### src/rtl/core/point_pool_free_list_assert.svh
// assertion macros used by the free list pool allocator
`ifndef POINT_POOL_FREE_LIST_ASSERT_SVH
`define POINT_POOL_FREE_LIST_ASSERT_SVH

// same-cycle implication, idle during reset
`define PPFL_ASSERT_IMP(label, clk, rst_n, ante, cons, msg) \
    label: assert property (@(posedge clk) disable iff (!rst_n) (ante) |-> (cons)) \
        else $error(msg);

// next-cycle implication, idle during reset
`define PPFL_ASSERT_NXT(label, clk, rst_n, ante, cons, msg) \
    label: assert property (@(posedge clk) disable iff (!rst_n) (ante) |=> (cons)) \
        else $error(msg);

`endif

### src/rtl/core/ppfl_pkg.sv
// types and constants of the free list pool allocator
`timescale 1ns / 1ps

package ppfl_pkg;

    localparam int CMD_W   = 2;
    localparam int SLOT_W  = 10;
    localparam int FILL_W  = 11;
    localparam int BATCH_W = 6;

    // register index decoded from the byte address
    localparam logic REG_POOL_SIZE = 1'b0;

    typedef enum logic [CMD_W-1:0] {
        CMD_ALLOC   = 2'd0,
        CMD_FREE    = 2'd1,
        CMD_REBUILD = 2'd2,
        CMD_COUNT   = 2'd3
    } t_cmd;

    typedef enum logic [2:0] {
        ST_IDLE,
        ST_POP,
        ST_WAIT,
        ST_SWEEP,
        ST_EMIT
    } t_state;

    typedef struct packed {
        logic [SLOT_W-1:0] slot_out;
        logic              ok;
        logic [FILL_W-1:0] free_slots;
        logic [FILL_W-1:0] lost_slots;
        logic              last;
    } t_result;

    typedef struct packed {
        logic wr_en;
        logic rd_en;
    } t_mem_cmd;

endpackage

### src/rtl/core/ppfl_out_reg.sv
// result register between the sequencer and the output channel
`timescale 1ns / 1ps

module ppfl_out_reg (
    input  logic                          i_clk,
    input  logic                          i_rst_n,
    input  logic                          i_res_valid,
    input  ppfl_pkg::t_result             i_res,
    output logic                          o_res_ready,
    output logic                          o_valid,
    input  logic                          i_ready,
    output logic [ppfl_pkg::SLOT_W-1:0]   o_slot_out,
    output logic                          o_ok,
    output logic [ppfl_pkg::FILL_W-1:0]   o_free_slots,
    output logic [ppfl_pkg::FILL_W-1:0]   o_lost_slots,
    output logic                          o_last
);

    logic              r_valid;
    ppfl_pkg::t_result r_res;

    // loads when empty or when the held transaction leaves this cycle
    assign o_res_ready = !r_valid || i_ready;

    always_ff @(posedge i_clk) begin
        if (!i_rst_n) begin
            r_valid <= 1'b0;
        end else if (o_res_ready) begin
            r_valid <= i_res_valid;
        end
    end

    always_ff @(posedge i_clk) begin
        if (o_res_ready && i_res_valid) begin
            r_res <= i_res;
        end
    end

    assign o_valid      = r_valid;
    assign o_slot_out   = r_res.slot_out;
    assign o_ok         = r_res.ok;
    assign o_free_slots = r_res.free_slots;
    assign o_lost_slots = r_res.lost_slots;
    assign o_last       = r_res.last;

endmodule

### config.mk
export PLATFORM = sky130hd
export DESIGN_NAME = ppfl_out_reg
export DESIGN_NICKNAME = d
export VERILOG_FILES = /design/src/rtl/core/point_pool_free_list_assert.svh /design/src/rtl/core/ppfl_pkg.sv /design/src/rtl/core/ppfl_out_reg.sv
export SDC_FILE = /design/constraint.sdc
export NUM_CORES = 1
export LEC_CHECK = 0
export ABC_CLOCK_PERIOD_IN_PS = 1400
export BUFFER_PORTS_ARGS = -buffer_cell sky130_fd_sc_hd__buf_2
export CAP_MARGIN = 20
export CORE_MARGIN = 4
export CORE_UTILIZATION = 39
export DETAILED_ROUTE_END_ITERATION = 8
export HOLD_SLACK_MARGIN = 0.05
export PLACE_DENSITY_LB_ADDON = 0.2
export REMOVE_ABC_BUFFERS = 1
export SETUP_SLACK_MARGIN = 0.02
export SKIP_CTS_REPAIR_TIMING = 1
export SLEW_MARGIN = 0
export SYNTH_ARGS = -nofsm -noshare
export SYNTH_HDL_FRONTEND = slang
export SYNTH_SLANG_ARGS = --single-unit
### constraint.sdc
create_clock -name i_clk -period 1.4 [get_ports i_clk]
set_input_delay 0 -clock i_clk [delete_from_list [all_inputs] [get_ports i_clk]]
set_output_delay 0 -clock i_clk [all_outputs]
set_load 0.01 [all_outputs]
==> impl_metrics.prom <==
# TYPE chip_impl_metric gauge
chip_impl_info{name="run_status",value="finished, final reports clean"} 1
chip_impl_metric{name="rd_place_congestion",unit=""} 0.685
chip_impl_metric{name="finalNetCount",unit=""} 193
chip_impl_metric{name="setup_total_negative_slack",unit="ps"} 0
chip_impl_metric{name="worst_r2r_path_depth",unit=""} 2
chip_impl_info{name="critical_path.reg2reg.startpoint",value="o_valid$_SDFFE_PN0P_"} 1
chip_impl_info{name="worstHoldPathType",value="input port to flip-flop"} 1
chip_impl_metric{name="ff_latch_area",unit="mm2"} 0.00104
chip_impl_metric{name="detailedRoute.firstIterationViolations",unit=""} 21
chip_impl_info{name="setup.worst_path.class",value="flip-flop to flip-flop"} 1
chip_impl_info{name="critical_path.top_delay_family",value="simple AND/OR/NAND/NOR gates"} 1
chip_impl_metric{name="number_of_cts_inserted_buffers",unit=""} 5
chip_impl_metric{name="synth.avg_cell_area",unit="um2"} 27.7
chip_impl_metric{name="vias",unit=""} 776
chip_impl_metric{name="synthDominantCellAreaShare",unit=""} 0.947
chip_impl_metric{name="floorplan.io_pins",unit=""} 74
chip_impl_metric{name="grt.total_usage",unit=""} 0.111
chip_impl_metric{name="cts.sink_count",unit=""} 35
chip_impl_metric{name="slew_headroom",unit=""} 0.714
chip_impl_metric{name="period_share",unit=""} 0.852
chip_impl_metric{name="post_drt_via_cell_ratio",unit=""} 4.17
chip_impl_metric{name="yosys_warnings",unit=""} 0
chip_impl_metric{name="post_drt_wl_per_cell",unit="um"} 14.1
chip_impl_metric{name="fin_util",unit=""} 0.747
chip_impl_metric{name="highest_ir_drop_seen_on_vdd",unit="mV"} 0.957
chip_impl_metric{name="pin_count_of_the_biggest_net_entering_global_routing",unit=""} 35
chip_impl_metric{name="global_route_wire_length_before_repair",unit="mm"} 2.77
chip_impl_metric{name="power_density",unit="mW/mm2"} 1130
chip_impl_metric{name="nFillCells",unit=""} 165
chip_impl_metric{name="cap_viol_max_count",unit=""} 0
chip_impl_metric{name="fraction_of_final_layout_cells_with_drive_strength_greater_than_1",unit=""} 0.532
chip_impl_metric{name="worstPathMaxFanout",unit=""} 34
chip_impl_metric{name="synth.lib_cells_used.distinct",unit=""} 6
chip_impl_metric{name="die_area",unit="mm2"} 0.00367
chip_impl_metric{name="critical_path_cell_count",unit=""} 2
chip_impl_metric{name="drt_first_pass_iters",unit=""} 4
chip_impl_metric{name="chipHeight",unit="um"} 60.6
chip_impl_metric{name="grt_pass1_vias",unit=""} 644
chip_impl_metric{name="ctsHtreeMaxLevel",unit=""} 2
chip_impl_metric{name="yosysSeqAreaShare",unit=""} 0.965
chip_impl_metric{name="finalSetupViolations",unit=""} 0
chip_impl_metric{name="netSwitchingPower",unit="uW"} 434
chip_impl_info{name="cp_slowest_cell",value="sky130_fd_sc_hd__and2_4"} 1
chip_impl_info{name="worst_setup_path_endpoint",value="o_free_slots[3]$_DFFE_PP_"} 1
chip_impl_metric{name="synth-seq-cells",unit=""} 35
chip_impl_info{name="netlist_top_cells_area",value="sky130_fd_sc_hd__edfxtp_1 (95%), sky130_fd_sc_hd__dfxtp_1 (1.9%), sky130_fd_sc_hd__nand2b_4 (1.3%)"} 1
chip_impl_info{name="cp_startpoint",value="o_valid$_SDFFE_PN0P_"} 1
chip_impl_metric{name="clk_pin_slew",unit="ps"} 100
chip_impl_info{name="synth_top_cell_by_area",value="sky130_fd_sc_hd__edfxtp_1"} 1
chip_impl_metric{name="static_leakage",unit="uW"} 0.000839
chip_impl_metric{name="max_stage_delay",unit="ps"} 420
chip_impl_metric{name="final_hold_viol_count",unit=""} 0
chip_impl_metric{name="initial_antenna_violation_count",unit=""} 0
chip_impl_info{name="reg2reg_to",value="o_free_slots[3]$_DFFE_PP_"} 1
chip_impl_metric{name="sequentialPowerShare",unit=""} 0.570
chip_impl_metric{name="fmaxAchievable",unit="GHz"} 0.838
chip_impl_metric{name="floorplan.initialDensity",unit=""} 0.420
chip_impl_metric{name="final_slew_violations",unit=""} 0
chip_impl_info{name="setup_repair_after_global_routing_missed_its_margin",value="no"} 1
chip_impl_metric{name="placementRows",unit=""} 18
chip_impl_info{name="cts.root.buffer_cell",value="sky130_fd_sc_hd__clkbuf_4"} 1
chip_impl_metric{name="critical_path_arrival",unit="ps"} 1180
chip_impl_metric{name="post_synth_instance_area",unit="mm2"} 0.00108
chip_impl_info{name="crit_chain",value="nand2b_4, and2_4"} 1
chip_impl_metric{name="antenna_left",unit=""} 0
chip_impl_metric{name="worst_skew_pair.late_latency",unit="ps"} 320
chip_impl_metric{name="buffer_ports.inserted",unit=""} 73
chip_impl_metric{name="timing.critical_path.buf_inv",unit=""} 0
chip_impl_metric{name="die-width",unit="um"} 60.6
chip_impl_metric{name="grt_overflow",unit=""} 0
chip_impl_metric{name="drc",unit=""} 0
chip_impl_info{name="worstSetupEndpointType",value="flip-flop"} 1
chip_impl_metric{name="multi_input_area",unit="um2"} 33.8
chip_impl_metric{name="power.share.clock",unit=""} 0.313
chip_impl_metric{name="layout-area-overhead-vs-synth",unit="%"} 77.8
chip_impl_metric{name="p_sw_frac",unit=""} 0.200
chip_impl_info{name="cp-start-kind",value="flip-flop"} 1
chip_impl_metric{name="comb_power_share",unit=""} 0.117
chip_impl_metric{name="total_wirelength",unit="mm"} 2.63
chip_impl_metric{name="post_synth_inst_count",unit=""} 39
chip_impl_metric{name="power_report.internal_total",unit="uW"} 1730
chip_impl_info{name="tritoncts",value="built"} 1
chip_impl_metric{name="clock_tree.buffer_depth",unit=""} 2
chip_impl_metric{name="finalCriticalPeriod",unit="ps"} 1190
chip_impl_metric{name="worst_path_required",unit="ps"} 1380
chip_impl_metric{name="clock_skew",unit="ps"} 3.93
chip_impl_metric{name="timing_worst_slew_pin_value",unit="ps"} 429
chip_impl_metric{name="reg2reg_slack",unit="ps"} 210
chip_impl_metric{name="fp.coreArea",unit="mm2"} 0.00257
chip_impl_metric{name="insertedDiodeCount",unit=""} 0
-- Yosys cell counts, drive strengths merged --
master,instances
nand2b,1
edfxtp,34
and2,1
inv,1
a21boi,1
dfxtp,1
-- layout by cell type, fill, tap and decap left out --
cell	Yosys	layout
sky130_fd_sc_hd__a21boi_2	1	1
sky130_fd_sc_hd__and2_4	1	1
sky130_fd_sc_hd__buf_2	0	73
sky130_fd_sc_hd__bufinv_16	0	1
sky130_fd_sc_hd__clkbuf_4	0	5
sky130_fd_sc_hd__clkinv_1	0	1
sky130_fd_sc_hd__clkinv_2	0	1
sky130_fd_sc_hd__dfxtp_1	1	1
sky130_fd_sc_hd__dlygate4sd3_1	0	36
sky130_fd_sc_hd__edfxtp_1	34	34
sky130_fd_sc_hd__inv_1	1	1
sky130_fd_sc_hd__nand2b_4	1	1
-- how the worst min path moves through the flow --
| stage | startpoint | to | slack (ps) | depth (start not counted) |
|---|---|---|---|---|
| 6_report | i_res_valid | o_free_slots[10]$_DFFE_PP_ | 260 | 2 |
| 5_1_grt | i_res_valid | o_lost_slots[0]$_DFFE_PP_ | 260 | 2 |
| 4_1_cts | i_res[30] | o_slot_out[6]$_DFFE_PP_ | -170 | 1 |
| 2_1_floorplan | i_res[12] | o_free_slots[0]$_DFFE_PP_ | 100 | 0 |
| 3_3_place_gp | i_res[9] | o_lost_slots[8]$_DFFE_PP_ | 180 | 1 |
| 3_5_place_dp | i_res[30] | o_slot_out[6]$_DFFE_PP_ | 180 | 1 |
-- through the flow --
step	power (uW)	setup slack, ps	area, um2	cells	hold WS [ps]
global placement	1430	242	1480	142	177
floorplan	1320	251	1080	39	98.9
detailed placement	1430	205	1480	142	178
global route	2260	147	1920	186	256
finish	2170	207	1920	186	260
CTS	2110	194	1560	150	-171
-- power by group through the flow --
stage	Clock, uW	Combinational [uW]	Sequential, uW
final	679	253	1240
after global routing	744	274	1240
after CTS	700	175	1240
after detailed placement	0	175	1260
after global placement	0	170	1260
after floorplan	0	26.8	1290
-- layer usage --
| metal | vias to the layer above | share of wire | track usage |
|---|---|---|---|
| met4 | 0 | 0.0088 | 0.0650 |
| met2 | 45 | 0.55 | 0.189 |
| li1 | 385 | - | - |
| met5 | - | 0 | 0 |
| met1 | 344 | 0.34 | 0.106 |
| met3 | 2 | 0.10 | 0.0596 |
-- flip-flops by register name, indices dropped and copies added (netlist names) --
register,flops
o_free_slots,11
o_lost_slots,11
o_slot_out,10
o_last,1
o_ok,1
o_valid,1
-- worst reg2reg max path, delay by kind of cell, from the launching register on --
kind             cells  cell delay, ps
AND/OR/NAND/NOR      2             500
flip-flops           1             350
-- logic make-up (layout without fill, tap and decap cells) --
logic type,after synthesis,after routing,synth area share
buffers and inverters,1,118,0.00348
AO/OA/AOI/OAI,1,1,0.0104
AND/OR/NAND/NOR,2,2,0.0209
flip-flops,35,35,0.965
-- layout make-up --
cell class	instances	area share
Clock buffer	5	0.0196
Clock inverter	3	0.0202
Inverter	1	0.00196
Multi-Input combinational cell	3	0.0176
Sequential cell	35	0.543
Tap cell	30	0.0196
Timing Repair Buffer	109	0.378
Note: power is estimated with default switching activity, not from simulation.
