## config.mk

```make
export PLATFORM = sky130hd
export DESIGN_NAME = ppfl_ctrl
export DESIGN_NICKNAME = d
export VERILOG_FILES = /design/src/rtl/core/ppfl_pkg.sv /design/src/rtl/core/ppfl_ctrl.sv
export VERILOG_INCLUDE_DIRS = /design/src /design/src/rtl/core
export SDC_FILE = /design/constraint.sdc
export NUM_CORES = 1
export LEC_CHECK = 0
export ABC_CLOCK_PERIOD_IN_PS = 2600
export BUFFER_PORTS_ARGS = -buffer_cell sky130_fd_sc_hd__buf_2
export CORE_ASPECT_RATIO = 0.7
export CORE_UTILIZATION = 38
export CTS_BUF_LIST = sky130_fd_sc_hd__clkbuf_8
export CTS_CLUSTER_DIAMETER = 80
export DETAILED_ROUTE_END_ITERATION = 7
export PLACE_DENSITY_LB_ADDON = 0.12
export SLEW_MARGIN = 15
export SYNTH_ARGS = -nofsm -noshare
export SYNTH_HDL_FRONTEND = slang
export SYNTH_SLANG_ARGS = --single-unit
```

## constraint.sdc

```tcl
create_clock -name i_clk -period 2.6 [get_ports i_clk]
set_clock_uncertainty 0.1 [all_clocks]
set_input_delay 0.26 -clock i_clk [delete_from_list [all_inputs] [get_ports i_clk]]
set_output_delay 0.26 -clock i_clk [all_outputs]
set_load 0.03 [all_outputs]
```

## src/rtl/core/point_pool_free_list_assert.svh

```systemverilog
// assertion macros used by the free list pool allocator
`ifndef POINT_POOL_FREE_LIST_ASSERT_SVH
`define POINT_POOL_FREE_LIST_ASSERT_SVH

// same-cycle implication, idle during reset
`define PPFL_ASSERT_IMP(label, clk, rst_n, ante, cons, msg) \
    label: assert property (@(posedge clk) disable iff (!rst_n) (ante) |-> (cons)) \
        else $error(msg);

// next-cycle implication, idle during reset
`define PPFL_ASSERT_NXT(label, clk, rst_n, ante, cons, msg) \
    label: assert property (@(posedge clk) disable iff (!rst_n) (ante) |=> (cons)) \
        else $error(msg);

`endif

```

## src/rtl/core/ppfl_pkg.sv

```systemverilog
// types and constants of the free list pool allocator
`timescale 1ns / 1ps

package ppfl_pkg;

    localparam int CMD_W   = 2;
    localparam int SLOT_W  = 10;
    localparam int FILL_W  = 11;
    localparam int BATCH_W = 6;

    // register index decoded from the byte address
    localparam logic REG_POOL_SIZE = 1'b0;

    typedef enum logic [CMD_W-1:0] {
        CMD_ALLOC   = 2'd0,
        CMD_FREE    = 2'd1,
        CMD_REBUILD = 2'd2,
        CMD_COUNT   = 2'd3
    } t_cmd;

    typedef enum logic [2:0] {
        ST_IDLE,
        ST_POP,
        ST_WAIT,
        ST_SWEEP,
        ST_EMIT
    } t_state;

    typedef struct packed {
        logic [SLOT_W-1:0] slot_out;
        logic              ok;
        logic [FILL_W-1:0] free_slots;
        logic [FILL_W-1:0] lost_slots;
        logic              last;
    } t_result;

    typedef struct packed {
        logic wr_en;
        logic rd_en;
    } t_mem_cmd;

endpackage

```

## src/rtl/core/ppfl_ctrl.sv

```systemverilog
// command sequencer: head, free count, pop loop and rebuild sweep
`timescale 1ns / 1ps
`include "point_pool_free_list_assert.svh"

module ppfl_ctrl #(
    parameter int POOL_DEPTH = 1024,
    parameter int MAX_BATCH  = 32
) (
    input  logic                                 i_clk,
    input  logic                                 i_rst_n,
    input  logic                                 i_valid,
    output logic                                 o_ready,
    input  logic [ppfl_pkg::CMD_W-1:0]           i_cmd,
    input  logic [ppfl_pkg::SLOT_W-1:0]          i_slot_in,
    input  logic [ppfl_pkg::BATCH_W-1:0]         i_alloc_count,
    input  logic [ppfl_pkg::FILL_W-1:0]          i_pool_size,
    output logic                                 o_res_valid,
    output ppfl_pkg::t_result                    o_res,
    input  logic                                 i_res_ready,
    output ppfl_pkg::t_mem_cmd                   o_mem,
    output logic [$clog2(POOL_DEPTH)-1:0]        o_waddr,
    output logic [$clog2(POOL_DEPTH+1)-1:0]      o_wdata,
    output logic [$clog2(POOL_DEPTH)-1:0]        o_raddr,
    input  logic [$clog2(POOL_DEPTH+1)-1:0]      i_rdata
);

    localparam int LW = $clog2(POOL_DEPTH + 1);
    localparam int AW = $clog2(POOL_DEPTH);
    localparam int RW = $clog2(MAX_BATCH + 1);

    ppfl_pkg::t_state r_state, n_state;
    logic [LW-1:0]    r_head,  n_head;
    logic [LW-1:0]    r_total, n_total;
    logic [RW-1:0]    r_rem,   n_rem;
    logic [AW-1:0]    r_idx,   n_idx;
    logic [LW-1:0]    r_n,     n_n;

    ppfl_pkg::t_cmd   cmd;
    logic             accept;
    logic             alloc_ok;
    logic             free_ok;
    logic [LW-1:0]    pool_eff;
    logic [LW-1:0]    lost;
    logic [LW-1:0]    total_inc;
    logic [AW-1:0]    head_slot;
    logic [LW-1:0]    link_next;
    logic             sweep_end;

    assign cmd      = ppfl_pkg::t_cmd'(i_cmd);
    assign o_ready  = (r_state == ppfl_pkg::ST_IDLE) && i_res_ready;
    assign accept   = i_valid && o_ready;

    // all-or-nothing: refuse an empty run, one above MAX_BATCH, or one the free list cannot cover
    assign alloc_ok = (i_alloc_count != '0)
                   && (32'(i_alloc_count) <= 32'(MAX_BATCH))
                   && (32'(i_alloc_count) <= 32'(r_total));
    assign free_ok  = (32'(i_slot_in) < 32'(POOL_DEPTH))
                   && (32'(r_total) < 32'(POOL_DEPTH));

    assign pool_eff  = (32'(i_pool_size) > 32'(POOL_DEPTH)) ? LW'(POOL_DEPTH)
                                                            : LW'(i_pool_size);
    assign lost      = (pool_eff > r_total) ? LW'(pool_eff - r_total) : '0;
    assign total_inc = LW'(r_total + LW'(1));
    // null head reads as slot 0, stray links fall back to slot 0
    assign head_slot = (r_head < LW'(POOL_DEPTH)) ? AW'(r_head) : '0;
    assign link_next = (i_rdata > LW'(POOL_DEPTH)) ? '0 : i_rdata;
    assign sweep_end = (r_idx == AW'(r_n - LW'(1)));

    always_comb begin
        n_state = r_state;
        unique case (r_state)
            ppfl_pkg::ST_IDLE: begin
                if (accept) begin
                    if ((cmd == ppfl_pkg::CMD_ALLOC) && alloc_ok) begin
                        n_state = ppfl_pkg::ST_POP;
                    end else if ((cmd == ppfl_pkg::CMD_REBUILD) && (pool_eff != '0)) begin
                        n_state = ppfl_pkg::ST_SWEEP;
                    end
                end
            end
            ppfl_pkg::ST_POP: begin
                if (i_res_ready) begin
                    n_state = ppfl_pkg::ST_WAIT;
                end
            end
            ppfl_pkg::ST_WAIT: begin
                n_state = (r_rem == RW'(1)) ? ppfl_pkg::ST_IDLE : ppfl_pkg::ST_POP;
            end
            ppfl_pkg::ST_SWEEP: begin
                if (sweep_end) begin
                    n_state = ppfl_pkg::ST_EMIT;
                end
            end
            ppfl_pkg::ST_EMIT: begin
                if (i_res_ready) begin
                    n_state = ppfl_pkg::ST_IDLE;
                end
            end
            default: n_state = ppfl_pkg::ST_IDLE;
        endcase
    end

    always_comb begin
        n_head  = r_head;
        n_total = r_total;
        n_rem   = r_rem;
        n_idx   = r_idx;
        n_n     = r_n;
        unique case (r_state)
            ppfl_pkg::ST_IDLE: begin
                if (accept) begin
                    unique case (cmd)
                        ppfl_pkg::CMD_ALLOC: begin
                            if (alloc_ok) begin
                                n_total = LW'(r_total - LW'(i_alloc_count));
                                n_rem   = RW'(i_alloc_count);
                            end
                        end
                        ppfl_pkg::CMD_FREE: begin
                            if (free_ok) begin
                                n_head  = LW'(i_slot_in);
                                n_total = total_inc;
                            end
                        end
                        ppfl_pkg::CMD_REBUILD: begin
                            n_total = pool_eff;
                            n_head  = (pool_eff != '0) ? '0 : LW'(POOL_DEPTH);
                            n_n     = pool_eff;
                            n_idx   = '0;
                        end
                        ppfl_pkg::CMD_COUNT: begin
                        end
                    endcase
                end
            end
            ppfl_pkg::ST_WAIT: begin
                n_head = link_next;
                n_rem  = RW'(r_rem - RW'(1));
            end
            ppfl_pkg::ST_SWEEP: begin
                n_idx = AW'(r_idx + AW'(1));
            end
            default: begin
            end
        endcase
    end

    always_comb begin
        o_res_valid = 1'b0;
        o_res       = '0;
        o_res.last  = 1'b1;
        o_mem       = '0;
        o_waddr     = '0;
        o_wdata     = '0;
        o_raddr     = head_slot;
        unique case (r_state)
            ppfl_pkg::ST_IDLE: begin
                if (accept) begin
                    unique case (cmd)
                        ppfl_pkg::CMD_ALLOC: begin
                            o_res_valid      = !alloc_ok;
                            o_res.free_slots = ppfl_pkg::FILL_W'(r_total);
                        end
                        ppfl_pkg::CMD_FREE: begin
                            o_res_valid      = 1'b1;
                            o_res.slot_out   = i_slot_in;
                            o_res.ok         = free_ok;
                            o_res.free_slots = free_ok ? ppfl_pkg::FILL_W'(total_inc)
                                                       : ppfl_pkg::FILL_W'(r_total);
                            o_mem.wr_en      = free_ok;
                            o_waddr          = AW'(i_slot_in);
                            o_wdata          = r_head;
                        end
                        ppfl_pkg::CMD_REBUILD: begin
                            // empty pool finishes at once, otherwise after the sweep
                            o_res_valid = (pool_eff == '0);
                            o_res.ok    = 1'b1;
                        end
                        ppfl_pkg::CMD_COUNT: begin
                            o_res_valid      = 1'b1;
                            o_res.ok         = 1'b1;
                            o_res.free_slots = ppfl_pkg::FILL_W'(r_total);
                            o_res.lost_slots = ppfl_pkg::FILL_W'(lost);
                        end
                    endcase
                end
            end
            ppfl_pkg::ST_POP: begin
                o_res_valid      = 1'b1;
                o_res.slot_out   = ppfl_pkg::SLOT_W'(head_slot);
                o_res.ok         = 1'b1;
                o_res.free_slots = ppfl_pkg::FILL_W'(r_total);
                o_res.last       = (r_rem == RW'(1));
                o_mem.rd_en      = i_res_ready;
            end
            ppfl_pkg::ST_SWEEP: begin
                o_mem.wr_en = 1'b1;
                o_waddr     = r_idx;
                o_wdata     = sweep_end ? LW'(POOL_DEPTH) : LW'(LW'(r_idx) + LW'(1));
            end
            ppfl_pkg::ST_EMIT: begin
                o_res_valid      = 1'b1;
                o_res.ok         = 1'b1;
                o_res.free_slots = ppfl_pkg::FILL_W'(r_total);
            end
            default: begin
            end
        endcase
    end

    always_ff @(posedge i_clk) begin
        if (!i_rst_n) begin
            r_state <= ppfl_pkg::ST_IDLE;
            r_head  <= LW'(POOL_DEPTH);
            r_total <= '0;
        end else begin
            r_state <= n_state;
            r_head  <= n_head;
            r_total <= n_total;
        end
    end

    always_ff @(posedge i_clk) begin
        r_rem <= n_rem;
        r_idx <= n_idx;
        r_n   <= n_n;
    end

    `PPFL_ASSERT_IMP(a_total_bound, i_clk, i_rst_n, 1'b1, r_total <= LW'(POOL_DEPTH), "free count above pool depth")
    `PPFL_ASSERT_NXT(a_read_then_wait, i_clk, i_rst_n, o_mem.rd_en, r_state == ppfl_pkg::ST_WAIT, "link read not followed by head update")
    `PPFL_ASSERT_IMP(a_pop_pending, i_clk, i_rst_n, r_state == ppfl_pkg::ST_POP, r_rem != '0, "pop with no handles left")
    `PPFL_ASSERT_NXT(a_total_hold, i_clk, i_rst_n, !accept, $stable(r_total), "free count moved without a transaction")

endmodule

```

==> qor.csv, run 1 <==
stage,metric,value,unit
run_status,status,"finished, violations left",
run_status,failed_checks,setup timing,
yosys,ys_seq_area_share,26.4,%
yosys,synthArstFlopShare,0,%
finish,multi_input_area,3900,um2
clock_network,numCtsBuffers,5,
finish,regArea,1300,um2
power_and_ir_drop,powerDensity,348,nW/um2
yosys,synth_flop_cell,edfxtp_1,
clock_network,cts_tree,done,
routing,via_count,5846,
finish,drive_gt1_share,43.1,%
floorplanning,die_area,13200,um2
timing,final.period_utilization,120,%
yosys,netlist_area,4850,um2
clock_network,clk_pin_slew_worst_paths,0.11,ns
floorplanning,boundaryPins,113,
yosys,yosys-top-cells-area,"edfxtp_1 (16%), dfxtp_1 (10%), ha_1 (7.0%)",
setup_path,path_max_fanout,12,
clock_network,cts_hold_buf,0,
hold_path,hp-class,in2reg,
routing,via_per_inst,5.77,
routing,first_pass_iters,5,
routing,remaining_drc_errors,0,
clock_network,clock_path_buffers,2,
routing,routed_wl,19.5,mm
timing,slew_headroom,54.8,%
clock_network,cts.sink_count,51,
setup_path,slowest_stage,or4_4,
global_routing,grt_pass1_vias,5310,
finish,final_util,61.1,%
yosys,synth_edf_count,26,
setup_path,worstPathRequired,2.24,ns
yosys,yosysTopAreaCell,edfxtp_1,
yosys,yosysTopAreaCellShare,16.1,%
setup_path,path_class,reg2out,
clock_network,clk_latency,0.32,ns
finish,nFillCells,1081,
global_routing,grtUsageTotal,29.1,%
yosys,synth_area_per_cell,7.80,um2
clock_network,htreeDepth,2,
global_routing,grt_max_degree,34,
global_routing,antenna_found_initial,0,
floorplanning,start_util,39.1,%
global_routing,gr-max-usage-layer,met1,
timing,max_freq,320,MHz
power_and_ir_drop,max-vdd-ir-drop,220,uV
routing,drtIter0Drc,451,
finish,diodes,0,
global_routing,grt_use_met2,42.9,%
timing,worst_pin_slew,0.678,ns
yosys,ys_types,65,
setup_path,path_cells,"or4_4, or2_4, nor3_4, xnor2_1, nand2_1, a2111o_1, buf_12, a22o_4, buf_6",
global_routing,use_met3,6.47,%
finish,nets,923,
setup_path,end_kind,output pin,
routing,wl_per_cell,19.3,um
floorplanning,dieWidth,137,um
run,cap_violations,0,
yosys,synth_seq_cells,51,
global_routing,grt_pass1_wl,29.2,mm
placement,dp_hpwl,14.5,mm
floorplanning,die_h,96.6,um
power_and_ir_drop,p_leak,3.36,nW
yosys,ys_warn_count,0,
setup_path,crit_buf_inv,2,
setup_path,max_stage_delay,0.57,ns
finish,area_growth,56.3,%
timing,setup_tns,-10.45,ns
setup_path,crit_family,simple AND/OR/NAND/NOR gates,
timing,setup_viol,26,
yosys,synthCells,622,
floorplanning,core,12400,um2
global_routing,grt_overflow,0,
timing,final_hold_viol_count,0,
routing,drtAntennaViolNets,0,
floorplanning,row_count,34,
global_routing,use_met1,43.6,%
clock_network,cts_root_buffer,clkbuf_8,
placement,place.gp.congestion,1.01,
timing,setup_slack,-0.529,ns
timing,maxSlewViolCount,0,
setup_path,cp_data_arrival_time,2.77,ns
placement,port_buffers,112,
setup_path,critPathLaunchType,flop,
yosys,synth_nets,695,
placement,place_ws,-0.300,ns
timing,period_needed,3.13,ns
timing,rsz0062_at_grt,true,
-- cell type report --
type	count	area share, %
Clock inverter	3	0.594
Clock buffer	5	0.907
Multi-Input combinational cell	497	51.4
Sequential cell	51	17.2
Inverter	42	2.19
Tap cell	162	2.67
Timing Repair Buffer	253	25.1
-- timing repair --
| item | in CTS | in global routing |
|---|---|---|
| gates cloned | 2 | 0 |
| endpoints found under the setup margin | 43 | 50 |
| setup buffers | 13 | 12 |
| pin swaps | 19 | 33 |
| gates resized for setup | 95 | 89 |
-- sequential cells by signal, summed over array words and instances (netlist names) --
name,count
r_head,11
r_idx,10
r_n,10
r_rem,6
r_state,3
r_total,11
-- placed cells by master (no fill, tap or decap), drive strengths merged, types with 4 or more instances in the layout --
master	n
xnor2	24
ha	27
buf	252
and2	4
nor3	15
nor2b	24
o211ai	6
nand2	54
or3	9
o211a	10
inv	42
a211oi	4
a22o	32
clkbuf	6
edfxtp	26
o21ai	40
o21a	4
nand3	25
a21o	9
nor4	14
dfxtp	25
or4	4
nor2	59
a31oi	6
nand2b	11
o311ai	8
a21oi	29
and3	6
xor2	15
a21boi	7
nand4	8
-- synthesized netlist by cell type (all sizes together), types with 4 or more instances --
library cell,number
nand3,25
clkbuf,30
nor2b,24
nand2b,11
o211ai,6
a31oi,6
a21oi,29
xnor2,24
o211a,10
nor3,15
a211oi,4
edfxtp,26
o21a,4
and3,6
a21o,9
or3,9
dfxtp,25
o311ai,8
o21ai,40
nand4,8
or4,4
ha,27
inv,41
nand2,54
nor2,59
nor4,14
and2,4
a22o,32
a21boi,7
xor2,15
-- logic make-up after synthesis --
family	count (synthesis)	share of synthesized area (%)
AO/OA/AOI/OAI	185	27.5
XOR/XNOR	39	7.04
adder cells (fa/ha/maj)	29	7.79
buffers and inverters	74	5.88
flip-flops	51	26.4
multiplexers	3	0.670
AND/OR/NAND/NOR	241	24.8
-- per-stage QoR --
stage | hold slack [ns] | std cells | power [W] | instance area (um2)
floorplan | 0.380 | 622 | 0.00145 | 5080
global placement | 0.452 | 981 | 0.00184 | 6630
detailed placement | 0.459 | 981 | 0.00185 | 6630
CTS | 0.201 | 1004 | 0.00253 | 7190
global route | 0.225 | 1013 | 0.00277 | 7590
finish | 0.224 | 1013 | 0.00264 | 7590
-- worst paths after layout --
| kind | from | endpoint | slack [ns] | cells past startpoint |
|---|---|---|---|---|
| worst max-delay path | r_n[1]$_DFFE_PP_ | o_wdata[5] | -0.53 | 9 |
| worst min-delay path | i_alloc_count[5] | r_rem[5]$_DFFE_PP_ | 0.22 | 3 |
| worst max register to register | r_n[1]$_DFFE_PP_ | r_state[0]$_SDFFE_PN0P_ | -0.06 | 9 |
| worst min register to register | r_total[10]$_SDFFE_PN0P_ | r_total[10]$_SDFFE_PN0P_ | 0.44 | 2 |
-- tightest hold or removal path: stages --
cell     delay [ns]
buf_2          0.10
nor2_1         0.05
a21oi_1        0.12
-- report_power, final --
group / internal, W / switching (W) / total (W) / leakage [nW]
logic: 0.000503 / 0.000593 / 0.00110 / 2.85
registers: 0.000880 / 0.0000484 / 0.000928 / 0.449
clock network: 0.000292 / 0.000322 / 0.000614 / 0.0591
total: 0.00167 / 0.000964 / 0.00264 / 3.36
-- per-layer routing --
layer	share of wire [%]	wire length, um	vias up
li1	-	-	2753
met1	47	9200	2789
met2	42	8280	292
met3	9.8	1920	12
met4	0.54	106	0
met5	0	0	-
Note: power is estimated with default switching activity, not from simulation.
==> run 2, diff against run 1 <==
- ABC_AREA: not set -> 1
- SKIP_LAST_GASP: not set -> 1
==> qor.csv, run 2 <==
stage,metric,value,unit
run_status,failed_checks,setup timing,
finish,nets,1029,
setup_path,end_kind,output pin,
finish,final_cells,1119,
global_routing,grtUsageTotal,27.8,%
global_routing,grt_pass1_wl,28.6,mm
yosys,synthAdderAreaFrac,7.77,%
routing,via_per_inst,5.42,
yosys,ys_seq_area_share,26.4,%
routing,met3_length,1.35,mm
routing,routed_wl,18.9,mm
clock_network,cts_tree,done,
power_and_ir_drop,max-vdd-ir-drop,311,uV
yosys,ys_types,47,
global_routing,grt_pass1_vias,5642,
finish,multi_input_area,3630,um2
routing,drtAntennaViolNets,0,
routing,wl_per_cell,16.9,um
yosys,synth_nets,832,
yosys,synth_area_per_cell,6.40,um2
power_and_ir_drop,p_leak,3.37,nW
yosys,yosysTopAreaCellShare,16.1,%
timing,setup_tns,-1.46,ns
placement,numPlacedInstances,1087,
yosys,synth_flop_cell,edfxtp_1,
timing,rsz0062_at_grt,true,
timing,final_hold_viol_count,0,
floorplanning,start_util,39.0,%
setup_path,path_max_fanout,5,
routing,first_pass_iters,5,
finish,top_regs,"r_head: 11 flops, r_total: 11 flops",
yosys,synth-compound-area-share,19.2,%
yosys,synthMostInstantiatedCell,nand2_1,
routing,wl_met2,8.53,mm
setup_path,path_class,in2out,
setup_path,reg2reg_from,r_total[5]$_SDFFE_PN0P_,
setup_path,crit_buf_inv,7,
yosys,yosys-top-cells-area,"edfxtp_1 (16%), nand2_1 (12%), dfxtp_1 (10%)",
setup_path,path_cells,"buf_8, nor2_4, nand3_2, o21bai_4, buf_6, nand2_4, inv_4, ha_4, a21oi_1, nand2_1, a21oi_2, buf_4, buf_4, buf_4, xor2_2, nor2_4, buf_6",
clock_network,clk_pin_slew_worst_paths,0.11,ns
finish,area_growth,49.6,%
finish,drive_gt1_share,37.6,%
yosys,synthArstFlopShare,0,%
clock_network,cts_root_buffer,clkbuf_8,
run,cap_violations,0,
timing,slew_headroom,53.7,%
clock_network,numCtsBuffers,5,
finish,layout_commonest_cell,nand2_1,
yosys,yosys-top-cells-count,"nand2_1 (150), inv_1 (114), nor2_1 (83)",
finish,nFillCells,1190,
clock_network,htreeDepth,2,
yosys,synthXorXnorAreaFrac,4.14,%
timing,max_freq,363,MHz
timing,final.period_utilization,106,%
yosys,synth_seq_cells,51,
floorplanning,die_h,96.6,um
finish,regArea,1290,um2
floorplanning,dieWidth,137,um
routing,met1Wirelength,8.68,mm
yosys,synthMuxAreaShare,0,%
finish,layout_common_cells,"nand2_1 (128), buf_4 (104), inv_1 (102)",
routing,highest_layer,met4,
global_routing,grt_max_degree,30,
floorplanning,die_area,13300,um2
hold_path,hp-class,in2reg,
setup_path,startpoint,i_pool_size[7],
clock_network,clock_path_buffers,2,
yosys,synth_top_family_by_area,simple AND/OR/NAND/NOR gates,
clock_network,clk_latency,0.32,ns
routing,drtIter0Drc,507,
setup_path,cp_data_arrival_time,2.40,ns
setup_path,max_stage_delay,0.21,ns
hold_path,hp-start,i_rdata[7],
power_and_ir_drop,powerDensity,621,nW/um2
yosys,yosysTopAreaCell,edfxtp_1,
run_status,status,"finished, violations left",
floorplanning,core,12500,um2
routing,remaining_drc_errors,0,
timing,period_needed,2.76,ns
placement,dp_hpwl,14.5,mm
placement,place.gp.congestion,0.945,
global_routing,antenna_found_initial,0,
yosys,netlist_area,4860,um2
setup_path,slowest_stage,o21bai_4,
clock_network,cts.sink_count,51,
setup_path,worstPathRequired,2.24,ns
placement,port_buffers,112,
floorplanning,row_count,34,
yosys,synth_edf_count,26,
setup_path,crit_top_cell,buf_4,
yosys,synthCells,759,
floorplanning,boundaryPins,113,
setup_path,crit_family,buffers and inverters,
yosys,ys_warn_count,0,
global_routing,grt_overflow,0,
timing,setup_viol,11,
timing,maxSlewViolCount,0,
yosys,synthSimpleGateAreaFrac,31.0,%
finish,diodes,0,
routing,via_count,6065,
timing,setup_slack,-0.157,ns
setup_path,critPathLaunchType,primary input,
timing,whs,0.125,ns
timing,worst_pin_slew,0.693,ns
==> run 2: changes by cell type after synthesis, sizes merged, moves of 28 or more <==
cell,change
a22o,-32
nand2,+99
nand3,+41
inv,+78
nor2,+28
o21ai,+43
==> run 2: report_power, final <==
part	leakage (nW)	total (W)	switching (W)	internal, W
clock	0.0587	0.000597	0.000304	0.000293
sequential	0.448	0.00122	0.000172	0.00105
combinational	2.86	0.00270	0.00167	0.00102
total	3.37	0.00451	0.00215	0.00236
==> run 2: area by class of cell <==
| type | count | share of cell area [%] |
|---|---|---|
| repair buffers | 213 | 21.5 |
| inverters | 121 | 6.42 |
| well taps | 162 | 2.79 |
| flip-flops and latches | 51 | 17.7 |
| multi-input cells | 564 | 50.0 |
| clock buffers | 5 | 0.946 |
| clock inverters | 3 | 0.654 |
==> run 2: path summary, 6_finish.rpt <==
kind                                           endpoint  slack (ns)  cells after the start
worst min-delay path             r_head[7]$_SDFFE_PN0P_        0.12                      3
worst max-delay path                           o_res[7]       -0.16                     17
worst min register to register  r_total[6]$_SDFFE_PN0P_        0.44                      2
worst max register to register  r_state[2]$_SDFFE_PN0P_        0.21                     13
==> run 2: per-layer routing <==
| metal | vias to the layer above | global-route usage, % |
|---|---|---|
| li1 | 2937 | - |
| met1 | 2850 | 37.9 |
| met2 | 252 | 44.8 |
| met3 | 26 | 4.56 |
| met4 | 0 | 7.78 |
| met5 | - | 0 |
==> run 2: cell families (layout without fill, tap and decap cells) <==
| logic type | count (synthesis) | count (layout) |
|---|---|---|
| simple gates | 347 | 347 |
| compound gates | 165 | 165 |
| buf+inv | 144 | 342 |
| flops | 51 | 51 |
| fa+ha+maj | 29 | 29 |
| xor+xnor | 23 | 23 |
==> run 2: repair_timing <==
action | CTS | global route
hold buffers | 0 | 0
gates resized for setup | 120 | 137
endpoints found under the setup margin | 23 | 52
hold endpoints to repair | 0 | 0
buffers inserted | 12 | 12
pin swaps | 26 | 30
==> run 2: per-stage QoR <==
step	power (W)	cell area (um2)	util [%]	worst slack, ns
after global placement	0.00340	6100	48.9	-0.263
after CTS	0.00420	6710	53.9	-0.100
after floorplan	0.00266	4870	-	-0.108
after detailed placement	0.00341	6100	48.9	-0.348
final	0.00451	7270	58.4	-0.157
after global routing	0.00481	7270	58.4	-0.255
==> run 2: worst reg2reg max path, stage by stage, from the launching register on <==
cell and delay, ns:
dfxtp_1 0.33, buf_4 0.15, ha_1 0.37, nand2_1 0.11, nor3_1 0.14, nand2_1 0.10
nand3_1 0.17, nand2_1 0.09, nand2_1 0.07, nand2_1 0.09, a21oi_1 0.35, nand3_1 0.11
nand2_1 0.08, nor2_1 0.04
